**src/hdl/sqdist_pkg.sv**
```systemverilog
// Package for the uint8 squared distance engine.
// Shared constants, action codes and the pipeline tag type.
// No dependencies.
package sqdist_pkg;

  // Field widths fixed by the item format
  localparam int BYTE_W    = 8;
  localparam int SQ_W      = 16;
  localparam int DATA_W    = 64;
  localparam int CFG_W     = 13;
  localparam int DIST_W    = 28;
  localparam int VNUM_W    = 16;
  localparam int OUT_W     = 48;

  localparam logic [CFG_W-1:0]  CFG_LEN_RESET = 13'd128;
  localparam logic [DIST_W-1:0] DIST_MAX      = 28'hFFFFFFF;

  // Result queue
  localparam int FIFO_DEPTH  = 8;
  localparam int FIFO_PTR_W  = 3;
  localparam int FIFO_CNT_W  = 4;

  // Input item kinds (in_tuser)
  localparam logic ACT_LOAD    = 1'b0;
  localparam logic ACT_COMPARE = 1'b1;

  // Control that rides along with a chunk through the pipeline
  typedef struct packed {
    logic valid;
    logic cmp;
    logic last;
  } sqdist_tag_t;

endpackage

```
**src/hdl/sqdist_chunk.sv**
```systemverilog
// Per-chunk squared difference unit: lane squares, then the chunk sum.
// Two register stages. Depends on sqdist_pkg.
module sqdist_chunk #(
  parameter int LANES = 8
) (
  input  logic                        clk,
  input  logic                        rst_n,
  input  sqdist_pkg::sqdist_tag_t     tag_i,
  input  logic [LANES*8-1:0]          q_i,
  input  logic [LANES*8-1:0]          d_i,
  input  logic [LANES-1:0]            mask_i,
  output sqdist_pkg::sqdist_tag_t     tag_o,
  output logic [$clog2(LANES*65025+1)-1:0] sum_o
);

  localparam int SUM_W = $clog2(LANES*65025+1);

  logic [sqdist_pkg::SQ_W-1:0] sq_nxt [LANES];
  logic [sqdist_pkg::SQ_W-1:0] sq_r   [LANES];
  sqdist_pkg::sqdist_tag_t     tag2_r;
  sqdist_pkg::sqdist_tag_t     tag3_r;
  logic [SUM_W-1:0]            sum_nxt;
  logic [SUM_W-1:0]            sum_r;

  // Lane squares of the absolute byte difference; masked lanes give zero
  always_comb begin
    logic [sqdist_pkg::BYTE_W-1:0] a;
    logic [sqdist_pkg::BYTE_W-1:0] b;
    logic [sqdist_pkg::BYTE_W-1:0] ad;
    for (int l = 0; l < LANES; l++) begin
      a  = d_i[l*8 +: 8];
      b  = q_i[l*8 +: 8];
      ad = (a > b) ? (a - b) : (b - a);
      sq_nxt[l] = mask_i[l] ? (sqdist_pkg::SQ_W'(ad) * sqdist_pkg::SQ_W'(ad)) : '0;
    end
  end

  // Chunk sum over the lanes
  always_comb begin
    sum_nxt = '0;
    for (int l = 0; l < LANES; l++) begin
      sum_nxt = sum_nxt + SUM_W'(sq_r[l]);
    end
  end

  always_ff @(posedge clk) begin
    if (!rst_n) begin
      tag2_r <= '0;
      tag3_r <= '0;
    end else begin
      tag2_r <= tag_i;
      tag3_r <= tag2_r;
    end
    sq_r  <= sq_nxt;
    sum_r <= sum_nxt;
  end

  assign tag_o = tag3_r;
  assign sum_o = sum_r;

endmodule

```
**config.mk**
```make
export PLATFORM = sky130hd
export DESIGN_NAME = sqdist_chunk
export DESIGN_NICKNAME = d
export VERILOG_FILES = /design/src/hdl/sqdist_pkg.sv /design/src/hdl/sqdist_chunk.sv
export SDC_FILE = /design/constraint.sdc
export NUM_CORES = 1
export LEC_CHECK = 0
export ABC_AREA = 1
export BUFFER_PORTS_ARGS = -buffer_cell sky130_fd_sc_hd__buf_4
export CAP_MARGIN = 20
export CORE_AREA = 2 2 234 236
export DETAILED_ROUTE_END_ITERATION = 6
export DIE_AREA = 0 0 236 238
export GPL_TIMING_DRIVEN = 0
export HOLD_SLACK_MARGIN = 0.1
export PLACE_DENSITY_LB_ADDON = 0.3
export REMOVE_ABC_BUFFERS = 1
export SLEW_MARGIN = 20
export SYNTH_ARGS = -nofsm -noshare
export SYNTH_HDL_FRONTEND = slang
export SYNTH_SLANG_ARGS = --single-unit
```
**constraint.sdc**
```tcl
create_clock -name clk -period 5.9 [get_ports clk]
set_input_delay 0 -clock clk [delete_from_list [all_inputs] [get_ports clk]]
set_output_delay 0 -clock clk [all_outputs]
set_load 0.01 [all_outputs]
```
==> results.cfg <==
[status]
outcome = complete, no violations

[floorplanning]
die_area_um2 = 56200
ioPinCount = 163
die_h_um = 238
coreArea_um2 = 53500
fp-row-count = 85
die_w_um = 236
start_util_pct = 49.6

[critical_path]
critical_path_buf_inv_count = 8
crit_path_top_delay_cell = fa_1
end_kind = flop
path_delay_family = adder cells
worstSetupStartpoint = d_i[40]
start_kind = input port
critPathKind = in -> reg
critical_path.reg2reg.startpoint = sq_r[50]
critPathMaxFanout = 10
max_stage_delay_ps = 550
worstPathRequired_ps = 6260
arrival_ps = 5600
crit_top_cell = nand2_1

[synth]
synthCells = 3627
synth_seq_area_share_pct = 10.9
synth_top_area_share_pct = 23.2
ys.flop_type = dfxtp_1
synth_cell_type_count = 43
avgSynthCellArea_um2 = 7.31
synthesis.area_um2 = 26500
ys_seq_elements = 145
async_reset_ff_share_pct = 0
synth_top_cell_by_area = fa_1
synth_edf_count = 0
yosys-top-cells-area = fa_1 23%, ha_1 18%, inv_1 13%
ys_warn_count = 0

[placement]
gp_congestion = 0.892
portBuffers = 162
dp.final_hpwl_um = 47200
dp_slack_ps = 271

[clock_network]
h-tree-depth = 4
post_cts_buffers = 0
ctsResizeCount = 0
cts_root_buffer = clkbuf_16
cts_max_path_buffers = 2
clock_latency_ps = 430
cts_tree = built
cts_sinks = 145
ctsHoldBuffers = 15
clk_transition_reported_paths_ps = 70
cts_buffers = 17

[min_path]
min_path_type = in -> reg
hold_path.startpoint = d_i[16]

[drt]
drt_iter0_drc = 929
via_per_inst = 4.73
num_vias = 21200
first_pass_iters = 5
wirelength_um = 53800
ant_nets = 0
drcViolationCount = 0
routedWlPerCell_um = 12.0

[run]
cap_viol_max_count = 0

[cells_and_area]
syn2layout_area_growth_pct = 9.88
layout-drive-gt1-share_pct = 10.3
fillers = 5144
nNetsFinal = 4611

[sta]
hold_violations = 0
period_share_pct = 89.0
slew-limit-headroom_pct = 62.2
skew_ps = 13.9
finalMaxSlewViolations = 0
worst_pin_slew_ps = 567
fin_setup_tns_ps = 0
fmax_mhz = 191
setup_viol_count_final = 0
timing.final.ws_setup_ps = 652
grt_setup_unrepaired = no
fin_crit_ps = 5250

[grt]
first_global_vias = 20900
grt_first_pass_wirelength_um = 94600
grt_max_degree = 18
overflow = 0
track_usage_pct = 19.9
antenna_found_initial = 0
[placed cells by master, fill, tap and decap left out, types with 39 or more instances in the layout]
cell     count
inv_1      910
nand2_1    721
ha_1       380
fa_1       307
nor2_1     280
a21oi_1    202
buf_4      162
dfxtp_1    145
nand3_1    120
o21ai_0     93
nand2_2     63
xor2_1      57
xnor2_1     53
inv_2       39
[metal layers]
| layer | GRT usage, % | wire [um] | vias to the layer above |
|---|---|---|---|
| li1 | - | - | 11200 |
| met1 | 26.5 | 25700 | 9730 |
| met2 | 36.6 | 26500 | 265 |
| met3 | 1.61 | 1380 | 20 |
| met4 | 1.83 | 248 | 0 |
| met5 | 0 | 0 | - |
[state kept, by name, summed over array words and instances, names as in the netlist]
name,count
sq_r,120
sum_o,19
tag_o,3
tag2_r,3
[tightest hold or removal path: stages]
cell and delay (ps):
buf_4 90, ha_1 320, nor2_1 100
[path summary, 6_finish.rpt]
kind                     to  slack (ps)  cells past startpoint
setup reg to reg  sum_o[10]        1440                     13
setup / recovery   sq_r[45]         650                     31
hold reg to reg    tag_o[0]         410                      2
hold / removal     sq_r[80]         130                      3
[area by class of cell]
cell class | count | area [um2] | share of cell area, %
multi-input combinational | 2486 | 19800 | 67.8
inverter | 956 | 3610 | 12.4
sequential | 145 | 2900 | 9.96
timing repair buffer | 177 | 1370 | 4.69
tap | 696 | 871 | 2.99
clock buffer | 17 | 425 | 1.46
clock inverter | 15 | 206 | 0.708
antenna | 1 | 2.50 | 0.00859
[synth_stat cells (7+ instances only)]
library cell	n
nor2_2	20
inv_4	7
clkbuf_1	12
nand2_4	20
xor2_1	57
dfxtp_1	145
a211oi_1	8
xnor2_1	53
nand4_1	28
o21ai_1	13
ha_1	380
nand3_1	120
inv_2	39
inv_1	910
nand2_2	63
fa_1	307
a21o_1	10
buf_4	25
o21ai_2	13
nor2_1	280
o21bai_1	11
a21boi_0	10
a21oi_1	202
nor2_4	12
nand2_1	721
o21ai_0	93
o2111ai_1	7
o21a_1	16
[stage by stage]
step                hold slack [ps]  cell area [um2]  util, %  instances
finish                          134            29100     54.5       4493
global route                    143            29100     54.5       4492
CTS                             121            29100     54.5       4492
detailed placement              194            28400     53.0       4445
global placement                193            28400     53.0       4445
floorplan                      93.5            26300        -       3587
[logic make-up (layout without fill, tap and decap cells)]
family,Yosys count,in the layout,share of synthesized area [%]
and+or+nand+nor,1285,1285,21.1
AOI/OAI and AO/OA,397,397,8.45
adders and majority gates,687,687,41.1
DFF,145,145,10.9
xor gates and xnor gates,113,113,3.82
buffers and inverters,998,1165,14.6
other,2,5,0.0283
Power is not shown: default switching activity piles up to over one toggle a cycle in this logic, so the estimate is an artifact.
